===== src/rtl/core/sha1_pkg.sv =====
// Shared types, constants and helper functions of the SHA-1 hash engine.
package sha1_pkg;

    // Round constants, one per group of twenty rounds
    localparam logic [31:0] K_CH     = 32'h5a82_7999;
    localparam logic [31:0] K_PARITY = 32'h6ed9_eba1;
    localparam logic [31:0] K_MAJ    = 32'h8f1b_bcdc;
    localparam logic [31:0] K_PAR2   = 32'hca62_c1d6;

    // Initial chain value H0..H4
    localparam logic [31:0] H_INIT [5] = '{
        32'h6745_2301, 32'hefcd_ab89, 32'h98ba_dcfe, 32'h1032_5476, 32'hc3d2_e1f0
    };

    // Padding marker word: 0x80 byte followed by zeros
    localparam logic [31:0] PAD_MARK_WORD = 32'h8000_0000;

    localparam int unsigned WORD_W   = 32;
    localparam int unsigned NB_W     = 3;
    localparam int unsigned COUNT_W  = 61;
    localparam int unsigned WPOS_W   = 4;
    localparam int unsigned ROUND_W  = 7;
    localparam int unsigned OIDX_W   = 3;
    localparam int unsigned S_DATA_W = 40;

    localparam logic [ROUND_W-1:0] LAST_ROUND  = 7'd79;
    localparam logic [OIDX_W-1:0]  LAST_DIGEST = 3'd4;
    localparam logic [NB_W-1:0]    FULL_NB     = 3'd4;

    // What gets shifted into the schedule window
    typedef enum logic [2:0] {
        SEL_INPUT,
        SEL_MARK,
        SEL_ZERO,
        SEL_LEN_HI,
        SEL_LEN_LO,
        SEL_SCHED
    } sha1_shift_sel_t;

    // Round function group
    typedef enum logic [1:0] {
        PH_CH,
        PH_PARITY,
        PH_MAJ,
        PH_PAR2
    } sha1_phase_t;

    // Controller to datapath commands
    typedef struct packed {
        logic                 shift_en;
        sha1_shift_sel_t      shift_sel;
        logic                 count_en;
        logic                 load_work;
        logic                 round_en;
        sha1_phase_t          phase;
        logic                 chain_add;
        logic                 msg_clear;
        logic [OIDX_W-1:0]    out_idx;
    } sha1_cmd_t;

    // Datapath to controller status
    typedef struct packed {
        logic wpos_last;   // next word completes the block
        logic wpos_len;    // next word is the length high word slot
        logic full_word;   // current input word has four valid bytes
    } sha1_status_t;

    // Valid byte count with out-of-range codes treated as four
    function automatic logic [NB_W-1:0] clamp_nb(input logic [NB_W-1:0] vb);
        logic [NB_W-1:0] nb;
        nb = (vb inside {[3'd5:3'd7]}) ? FULL_NB : vb;
        return nb;
    endfunction

    // Final message word, with the 0x80 marker appended after the valid bytes when fewer than four are valid
    function automatic logic [WORD_W-1:0] pad_word(input logic [WORD_W-1:0] data,
                                                   input logic [NB_W-1:0]   nb);
        logic [WORD_W-1:0] w;
        case (nb)
            3'd0:    w = PAD_MARK_WORD;
            3'd1:    w = {data[31:24], 8'h80, 16'h0000};
            3'd2:    w = {data[31:16], 8'h80, 8'h00};
            3'd3:    w = {data[31:8], 8'h80};
            default: w = data;
        endcase
        return w;
    endfunction

endpackage


===== src/rtl/core/sha1_dpath.sv =====
// SHA-1 datapath: schedule window, round unit, chain value and byte count.
module sha1_dpath
(
    input  logic                        clk,
    input  logic                        rst_n,
    input  sha1_pkg::sha1_cmd_t         cmd,
    output sha1_pkg::sha1_status_t      status,
    input  logic [31:0]                 data_word,
    input  logic [2:0]                  valid_bytes,
    input  logic                        last,
    output logic [31:0]                 digest_word
);
    import sha1_pkg::*;

    logic [WORD_W-1:0]  sched_reg [16];
    logic [WORD_W-1:0]  work_reg  [5];
    logic [WORD_W-1:0]  chain_reg [5];
    logic [COUNT_W-1:0] count_reg;
    logic [WPOS_W-1:0]  wpos_reg;

    logic [NB_W-1:0]    nb;
    logic [WORD_W-1:0]  in_word;
    logic [WORD_W-1:0]  sched_new;
    logic [WORD_W-1:0]  shift_word;
    logic [WORD_W-1:0]  f_val;
    logic [WORD_W-1:0]  k_val;
    logic [WORD_W-1:0]  t_val;
    logic [WORD_W-1:0]  mix;
    logic [COUNT_W-1:0] count_inc;

    // Input word and its byte count
    assign nb        = clamp_nb(valid_bytes);
    assign in_word   = last ? pad_word(data_word, nb) : data_word;
    assign count_inc = last ? COUNT_W'(nb) : COUNT_W'(FULL_NB);

    // Message schedule recurrence over the window
    assign mix       = sched_reg[13] ^ sched_reg[8] ^ sched_reg[2] ^ sched_reg[0];
    assign sched_new = {mix[30:0], mix[31]};

    always_comb
    begin
        case (cmd.shift_sel)
            SEL_INPUT:  shift_word = in_word;
            SEL_MARK:   shift_word = PAD_MARK_WORD;
            SEL_ZERO:   shift_word = '0;
            SEL_LEN_HI: shift_word = count_reg[60:29];
            SEL_LEN_LO: shift_word = {count_reg[28:0], 3'b000};
            SEL_SCHED:  shift_word = sched_new;
            default:    shift_word = '0;
        endcase
    end

    // Round function and constant
    always_comb
    begin
        case (cmd.phase)
            PH_CH:
            begin
                f_val = (work_reg[1] & work_reg[2]) | (~work_reg[1] & work_reg[3]);
                k_val = K_CH;
            end
            PH_PARITY:
            begin
                f_val = work_reg[1] ^ work_reg[2] ^ work_reg[3];
                k_val = K_PARITY;
            end
            PH_MAJ:
            begin
                f_val = (work_reg[1] & work_reg[2]) | (work_reg[1] & work_reg[3]) |
                        (work_reg[2] & work_reg[3]);
                k_val = K_MAJ;
            end
            default:
            begin
                f_val = work_reg[1] ^ work_reg[2] ^ work_reg[3];
                k_val = K_PAR2;
            end
        endcase
    end

    assign t_val = {work_reg[0][26:0], work_reg[0][31:27]} + f_val + work_reg[4] +
                   k_val + sched_reg[0];

    // Schedule window: sixteen-word shift line, no reset
    always_ff @(posedge clk)
    begin
        if (cmd.shift_en)
        begin
            for (int i = 0; i < 15; i++)
            begin
                sched_reg[i] <= sched_reg[i+1];
            end
            sched_reg[15] <= shift_word;
        end
    end

    // Working variables a..e
    always_ff @(posedge clk or negedge rst_n)
    begin
        if (!rst_n)
        begin
            for (int i = 0; i < 5; i++)
            begin
                work_reg[i] <= '0;
            end
        end
        else if (cmd.load_work)
        begin
            for (int i = 0; i < 5; i++)
            begin
                work_reg[i] <= chain_reg[i];
            end
        end
        else if (cmd.round_en)
        begin
            work_reg[0] <= t_val;
            work_reg[1] <= work_reg[0];
            work_reg[2] <= {work_reg[1][1:0], work_reg[1][31:2]};
            work_reg[3] <= work_reg[2];
            work_reg[4] <= work_reg[3];
        end
    end

    // Chain value, byte count and word position
    always_ff @(posedge clk or negedge rst_n)
    begin
        if (!rst_n)
        begin
            for (int i = 0; i < 5; i++)
            begin
                chain_reg[i] <= H_INIT[i];
            end
            count_reg <= '0;
            wpos_reg  <= '0;
        end
        else
        begin
            if (cmd.msg_clear)
            begin
                for (int i = 0; i < 5; i++)
                begin
                    chain_reg[i] <= H_INIT[i];
                end
                count_reg <= '0;
                wpos_reg  <= '0;
            end
            else
            begin
                if (cmd.chain_add)
                begin
                    for (int i = 0; i < 5; i++)
                    begin
                        chain_reg[i] <= chain_reg[i] + work_reg[i];
                    end
                end
                if (cmd.count_en)
                begin
                    count_reg <= count_reg + count_inc;
                end
                if (cmd.shift_en && (cmd.shift_sel != SEL_SCHED))
                begin
                    wpos_reg <= wpos_reg + 4'd1;
                end
            end
        end
    end

    // Status back to the controller
    assign status.wpos_last = (wpos_reg == 4'd15);
    assign status.wpos_len  = (wpos_reg == 4'd14);
    assign status.full_word = (nb == FULL_NB);

    // Digest word select
    always_comb
    begin
        case (cmd.out_idx)
            3'd0:    digest_word = chain_reg[0];
            3'd1:    digest_word = chain_reg[1];
            3'd2:    digest_word = chain_reg[2];
            3'd3:    digest_word = chain_reg[3];
            default: digest_word = chain_reg[4];
        endcase
    end

endmodule


===== src/rtl/core/sha1_ctrl.sv =====
// SHA-1 controller: input, padding, round sequencing and digest output.
module sha1_ctrl
(
    input  logic                        clk,
    input  logic                        rst_n,
    input  logic                        in_valid,
    input  logic                        in_last,
    output logic                        in_ready,
    output logic                        out_valid,
    input  logic                        out_ready,
    output logic                        out_last,
    output sha1_pkg::sha1_cmd_t         cmd,
    input  sha1_pkg::sha1_status_t      status
);
    import sha1_pkg::*;

    typedef enum logic [2:0] {
        ST_IDLE,
        ST_PAD,
        ST_LEN_LO,
        ST_ROUND,
        ST_FIN,
        ST_OUT
    } state_t;

    state_t             state_reg, state_next;
    state_t             ret_reg, ret_next;
    logic [ROUND_W-1:0] round_reg, round_next;
    logic               mark_reg, mark_next;
    logic [OIDX_W-1:0]  oidx_reg, oidx_next;

    // Next state and command decode
    always_comb
    begin
        state_next = state_reg;
        ret_next   = ret_reg;
        round_next = round_reg;
        mark_next  = mark_reg;
        oidx_next  = oidx_reg;
        cmd        = '0;
        cmd.out_idx = oidx_reg;
        in_ready   = 1'b0;
        out_valid  = 1'b0;

        case (state_reg)
            ST_IDLE:
            begin
                in_ready = 1'b1;
                if (in_valid)
                begin
                    cmd.shift_en  = 1'b1;
                    cmd.shift_sel = SEL_INPUT;
                    cmd.count_en  = 1'b1;
                    if (in_last)
                    begin
                        mark_next  = status.full_word;
                        state_next = ST_PAD;
                    end
                    if (status.wpos_last)
                    begin
                        cmd.load_work = 1'b1;
                        round_next    = '0;
                        ret_next      = in_last ? ST_PAD : ST_IDLE;
                        state_next    = ST_ROUND;
                    end
                end
            end
            ST_PAD:
            begin
                cmd.shift_en = 1'b1;
                if (mark_reg)
                begin
                    cmd.shift_sel = SEL_MARK;
                    mark_next     = 1'b0;
                end
                else if (status.wpos_len)
                begin
                    cmd.shift_sel = SEL_LEN_HI;
                    state_next    = ST_LEN_LO;
                end
                else
                begin
                    cmd.shift_sel = SEL_ZERO;
                end
                if (status.wpos_last)
                begin
                    cmd.load_work = 1'b1;
                    round_next    = '0;
                    ret_next      = ST_PAD;
                    state_next    = ST_ROUND;
                end
            end
            ST_LEN_LO:
            begin
                cmd.shift_en  = 1'b1;
                cmd.shift_sel = SEL_LEN_LO;
                cmd.load_work = 1'b1;
                round_next    = '0;
                ret_next      = ST_OUT;
                state_next    = ST_ROUND;
            end
            ST_ROUND:
            begin
                cmd.shift_en  = 1'b1;
                cmd.shift_sel = SEL_SCHED;
                cmd.round_en  = 1'b1;
                if (round_reg < 7'd20)
                begin
                    cmd.phase = PH_CH;
                end
                else if (round_reg < 7'd40)
                begin
                    cmd.phase = PH_PARITY;
                end
                else if (round_reg < 7'd60)
                begin
                    cmd.phase = PH_MAJ;
                end
                else
                begin
                    cmd.phase = PH_PAR2;
                end
                round_next = round_reg + 7'd1;
                if (round_reg == LAST_ROUND)
                begin
                    round_next = '0;
                    state_next = ST_FIN;
                end
            end
            ST_FIN:
            begin
                cmd.chain_add = 1'b1;
                oidx_next     = '0;
                state_next    = ret_reg;
            end
            ST_OUT:
            begin
                out_valid = 1'b1;
                if (out_ready)
                begin
                    if (oidx_reg == LAST_DIGEST)
                    begin
                        cmd.msg_clear = 1'b1;
                        oidx_next     = '0;
                        state_next    = ST_IDLE;
                    end
                    else
                    begin
                        oidx_next = oidx_reg + 3'd1;
                    end
                end
            end
            default:
            begin
                state_next = ST_IDLE;
            end
        endcase
    end

    assign out_last = (oidx_reg == LAST_DIGEST);

    // State and sequencing registers
    always_ff @(posedge clk or negedge rst_n)
    begin
        if (!rst_n)
        begin
            state_reg <= ST_IDLE;
            ret_reg   <= ST_IDLE;
            round_reg <= '0;
            mark_reg  <= 1'b0;
            oidx_reg  <= '0;
        end
        else
        begin
            state_reg <= state_next;
            ret_reg   <= ret_next;
            round_reg <= round_next;
            mark_reg  <= mark_next;
            oidx_reg  <= oidx_next;
        end
    end

`ifndef SYNTH
    // Eighty rounds, then the chain update
    a_round_end: assert property (@(posedge clk) disable iff (!rst_n)
        (state_reg == ST_ROUND && round_reg == LAST_ROUND) |=> (state_reg == ST_FIN))
        else $error("round sequence did not finish into chain update");

    // Input and output sides never open together
    a_one_side: assert property (@(posedge clk) disable iff (!rst_n)
        !(in_ready && out_valid))
        else $error("input and output open at once");

    // Length low word always closes the final block
    a_len_lo: assert property (@(posedge clk) disable iff (!rst_n)
        (state_reg == ST_LEN_LO) |=> (state_reg == ST_ROUND && ret_reg == ST_OUT &&
                                      round_reg == '0))
        else $error("final block not started after length word");

    // Digest index stays within the five words
    a_oidx: assert property (@(posedge clk) disable iff (!rst_n)
        out_valid |-> (oidx_reg <= LAST_DIGEST))
        else $error("digest index out of range");
`endif

endmodule


===== src/rtl/core/sha1_hash_engine_top.sv =====
// SHA-1 hash engine top level: stream ports around controller and datapath.
//
// Hashes one message per run with standard SHA-1. Message words (big-endian,
// four bytes each) are taken one per cycle until sixteen have filled a block.
// The working variables load on the edge that takes the sixteenth word; the
// block then runs its 80 rounds on the single round unit and the chain
// update, during which s_tready is low. On the word marked tlast (0 to 4
// valid bytes) the engine pads the message one word per cycle, pausing while
// a block runs, runs one or two more blocks and then presents the five digest
// words H0..H4, the fifth with m_tlast set; no new word is taken until the
// fifth has been read out.
// Afterwards the chain value and byte count return to their initial values.
module sha1_hash_engine_top
(
    input  logic        clk,
    input  logic        rst_n,
    input  logic        s_tvalid,
    output logic        s_tready,
    input  logic [39:0] s_tdata,    // [31:0] data_word, [34:32] valid_bytes, [39:35] zero
    input  logic        s_tlast,    // last
    output logic        m_tvalid,
    input  logic        m_tready,
    output logic [31:0] m_tdata,    // [31:0] digest_word
    output logic        m_tlast     // last_word
);
    import sha1_pkg::*;

    sha1_cmd_t    cmd;
    sha1_status_t status;

    sha1_ctrl u_ctrl
    (
        .clk       (clk),
        .rst_n     (rst_n),
        .in_valid  (s_tvalid),
        .in_last   (s_tlast),
        .in_ready  (s_tready),
        .out_valid (m_tvalid),
        .out_ready (m_tready),
        .out_last  (m_tlast),
        .cmd       (cmd),
        .status    (status)
    );

    sha1_dpath u_dpath
    (
        .clk         (clk),
        .rst_n       (rst_n),
        .cmd         (cmd),
        .status      (status),
        .data_word   (s_tdata[31:0]),
        .valid_bytes (s_tdata[34:32]),
        .last        (s_tlast),
        .digest_word (m_tdata)
    );

endmodule


===== config.mk =====
export PLATFORM = sky130hd
export DESIGN_NAME = sha1_hash_engine_top
export DESIGN_NICKNAME = d
export VERILOG_FILES = /design/src/rtl/core/sha1_pkg.sv /design/src/rtl/core/sha1_dpath.sv /design/src/rtl/core/sha1_ctrl.sv /design/src/rtl/core/sha1_hash_engine_top.sv
export SDC_FILE = /design/constraint.sdc
export NUM_CORES = 2
export LEC_CHECK = 0
export BUFFER_PORTS_ARGS = -buffer_cell sky130_fd_sc_hd__buf_2
export CAP_MARGIN = 20
export CORE_ASPECT_RATIO = 0.8
export CORE_MARGIN = 1
export CORE_UTILIZATION = 51
export DETAILED_ROUTE_END_ITERATION = 8
export PLACE_DENSITY = 0.78
export SLEW_MARGIN = 30
export SYNTH_ARGS = -nofsm -noshare
export SYNTH_HDL_FRONTEND = slang
export SYNTH_SLANG_ARGS = --single-unit

===== constraint.sdc =====
create_clock -name clk -period 37 [get_ports clk]
set_input_delay 1.85 -clock clk [delete_from_list [all_inputs] [get_ports clk]]
set_output_delay 1.85 -clock clk [all_outputs]
set_load 0.02 [all_outputs]

==> key figures <==
Run status
  – Outcome: complete, but fails checks
  – Failing checks: design-rule violations

Floorplan
  – Initial Utilization: 51.5%
  – Die H: 274 µm
  – Num rows: 99
  – I/O Pins: 80
  – Die Span X: 341 µm
  – DIE AREA: 93400 µm²
  – Core area: 91300 µm²

Synthesis
  – Ys flop type: edfxtp_1
  – Sequential fraction of the synthesis area: 54.3%
  – EDFF count, synth: 512
  – Number of register bits inferred by synthesis: 913
  – Synthesized area: 47000 µm²
  – Syn avg cell area: 11.4 µm²
  – Synth cell types: 76
  – Synth Instances: 4122
  – Asr flop ratio synth: 43.9%
  – YS warnings: 0
  – Synth Net Count: 4501

STA
  – Worst slew margin: 29.1%
  – TNS Setup: 0 ps
  – Final Max Tran Viols: 0
  – RSZ-0062 raised after global routing: no
  – # setup viols final: 0
  – Worst Skew: 38.2 ps
  – Min cycle time layout: 8100 ps
  – Fmax: 0.123 GHz
  – Slew @ Worst Pin: 1050 ps
  – Setup ws final: 28900 ps
  – Fin crit share: 21.9%
  – Final hold vios: 0

Worst setup path
  – Worst setup path startpoint: u_ctrl.state_reg[2]$_DFFE_PN0P_
  – Worst r2r path cells: 27
  – Worst-path fanout max: 34
  – Slowest stage delay, CP: 840 ps
  – Flop2flop setup slack: 28900 ps
  – Critical-path top delay cell: ha_1
  – Worst r2r src: u_ctrl.state_reg[2]$_DFFE_PN0P_
  – Worst setup SP type: flop
  – Critical Path End Type: flop
  – Worst path arrival time: 8620 ps
  – Reg2reg end: u_dpath.work_reg[159]$_DFFE_PN0P_
  – Worst path required time: 37520 ps
  – Critical setup path kind: reg -> reg

Drt
  – Remaining DRCs: 4
  – Drt pass-1 iters: 9
  – DR vias: 33356
  – Drt wl/cell: 22.4 µm
  – Routed length on met2: 51900 µm
  – Via density: 6.12
  – ANT nets after route: 0
  – Routed wl met3: 13400 µm
  – Post-Route WL: 122000 µm
  – Initial DRC Count: 3813
  – Top sig layer: met5
  – WL met1: 52500 µm

Min path
  – HP Class: reg -> reg
  – Hold Startpoint: u_dpath.sched_reg[0][150]$_DFFE_PP_
  – WHS Endpoint: u_dpath.sched_reg[0][118]$_DFFE_PP_
  – Hold path depth: 0

Clock network
  – Max clock buf depth: 3
  – Post-CTS resize count: 0
  – Cts hold-fix bufs: 0
  – Num CTS Buffers: 88
  – Clock Latency Late Sink: 670 ps
  – CTS Root Cell: clkbuf_16
  – CTS tree: yes
  – Max H-tree Level: 3
  – Setup Buffers After CTS: 0
  – TritonCTS Sinks: 913
  – Reg clk slew, reported paths: 70 ps

Placed design
  – Placement Setup Slack: 28570 ps
  – GPL Wtd Cong: 0.962
  – Count of input and output buffers: 74
  – DP HPWL: 82000 µm
  – Placed Area: 48700 µm²

Global routing
  – Largest net degree at the start of global routing: 106
  – Number of global-route vias before repair: 32190
  – Initial antenna violation count: 2
  – Total overflow reported by the global router: 0
  – Total Routing Usage GR: 26.2%
  – First-pass GRT wire length: 188000 µm

Job
  – Total of max-cap violations: 0

Cells and area
  – P&R area growth vs syn: 10.2%
  – Final Instance Area: 51800 µm²
  – Share of layout cells above drive strength 1: 9.48%
  – # diodes: 0
  – Finished Core Util: 56.7%
  – Largest register FFs: 512
  – NumNets Final: 4546
## critical path: cells and delay by family, from the launching register on
family,cells,cell delay [ps]
XOR/XNOR,1,140
flip-flops,1,740
buffers and inverters,5,1200
AND/OR/NAND/NOR,4,990
adder cells (fa/ha/maj),6,2760
AO/OA/AOI/OAI,11,2100
## cell usage in the layout (no fill, tap or decap), types with 24 or more instances in the layout
cell type and count:
a221o_1 40, a21o_1 86, ha_1 208, buf_4 33, nand3_1 82, mux2_2 33, dfstp_2 80, fa_1 126
nand2b_1 37, a22oi_1 236, nand2_1 441, o21ai_0 256, a21oi_1 216, inv_1 252, nand4_1 24, nor2b_1 30
dfrtp_1 321, xnor2_1 165, buf_2 73, a31oi_1 46, nor2_1 253, xor2_1 149, nor3_1 74, clkbuf_16 90
edfxtp_1 512
## through the flow
| step | instances | hold slack (ps) |
|---|---|---|
| floorplan | 4122 | 400 |
| global route | 5453 | 414 |
| finish | 5453 | 413 |
| CTS | 5451 | 414 |
| detailed placement | 5287 | 405 |
| global placement | 5286 | 400 |
## cell usage after synthesis (all sizes together), types with 8 or more instances
| library cell | count | area share [%] |
|---|---|---|
| xor2 | 149 | 2.8 |
| o21ai | 265 | 2.8 |
| nor2 | 258 | 2.1 |
| a21oi | 216 | 2.3 |
| and2 | 10 | 0.14 |
| a31oi | 46 | 0.61 |
| a211o | 8 | 0.15 |
| a221o | 40 | 0.85 |
| fa | 126 | 5.4 |
| o21a | 23 | 0.37 |
| ha | 208 | 5.5 |
| a21boi | 8 | 0.13 |
| dfrtp | 321 | 17 |
| and3 | 19 | 0.25 |
| buf | 19 | 0.15 |
| edfxtp | 512 | 33 |
| nand2b | 37 | 0.49 |
| dfstp | 80 | 4.5 |
| a211oi | 17 | 0.28 |
| nand2 | 444 | 3.6 |
| mux2 | 33 | 0.79 |
| clkbuf | 143 | 1.1 |
| nand4 | 24 | 0.32 |
| nor2b | 33 | 0.44 |
| nand3 | 84 | 0.92 |
| a22oi | 236 | 3.8 |
| inv | 252 | 2.0 |
| nor3 | 78 | 0.84 |
| a21o | 86 | 1.4 |
| a22o | 8 | 0.15 |
| o21bai | 22 | 0.35 |
| or3 | 21 | 0.29 |
| o31ai | 18 | 0.29 |
| a221oi | 22 | 0.41 |
| a222oi | 11 | 0.23 |
| xnor2 | 165 | 3.1 |
| and4 | 11 | 0.21 |
## metal layers
metal	up-vias	GRT usage, %
met3	253	5.11
met5	-	0
met1	16353	39.2
met4	2	9.12
met2	1786	37.8
li1	14962	-
## logic make-up after synthesis
family	Yosys count	synth area share (%)
AO/OA/AOI/OAI	1068	14.9
multiplexers	37	0.876
AND/OR/NAND/NOR	1041	9.87
flip-flops	913	54.3
adder cells (fa/ha/maj)	335	10.9
XOR/XNOR	314	5.85
buffers and inverters	414	3.31
## final cells by class
cell class	count	area (µm²)
fillers	7190	39500
flip-flops and latches	913	25500
multi-input cells	2795	20000
clock buffers	127	2540
well taps	1212	1520
inverters	252	946
repair buffers	117	782
clock inverters	37	489
## worst max path at each step
stage | to | slack, ps | cells past startpoint
2_1_floorplan | u_dpath.wpos_reg[1]$_DFFE_PN0P_ | 12110 | 5
3_3_place_gp | u_dpath.work_reg[158]$_DFFE_PN0P_ | 28690 | 26
3_5_place_dp | u_dpath.work_reg[158]$_DFFE_PN0P_ | 28570 | 26
4_1_cts | u_dpath.work_reg[159]$_DFFE_PN0P_ | 28510 | 27
5_1_grt | u_dpath.work_reg[159]$_DFFE_PN0P_ | 28440 | 27
6_report | u_dpath.work_reg[159]$_DFFE_PN0P_ | 28900 | 27
Power is left out: the tool's default activity adds up to more than one toggle a clock period on the data nets, which glitch-free logic cannot reach.
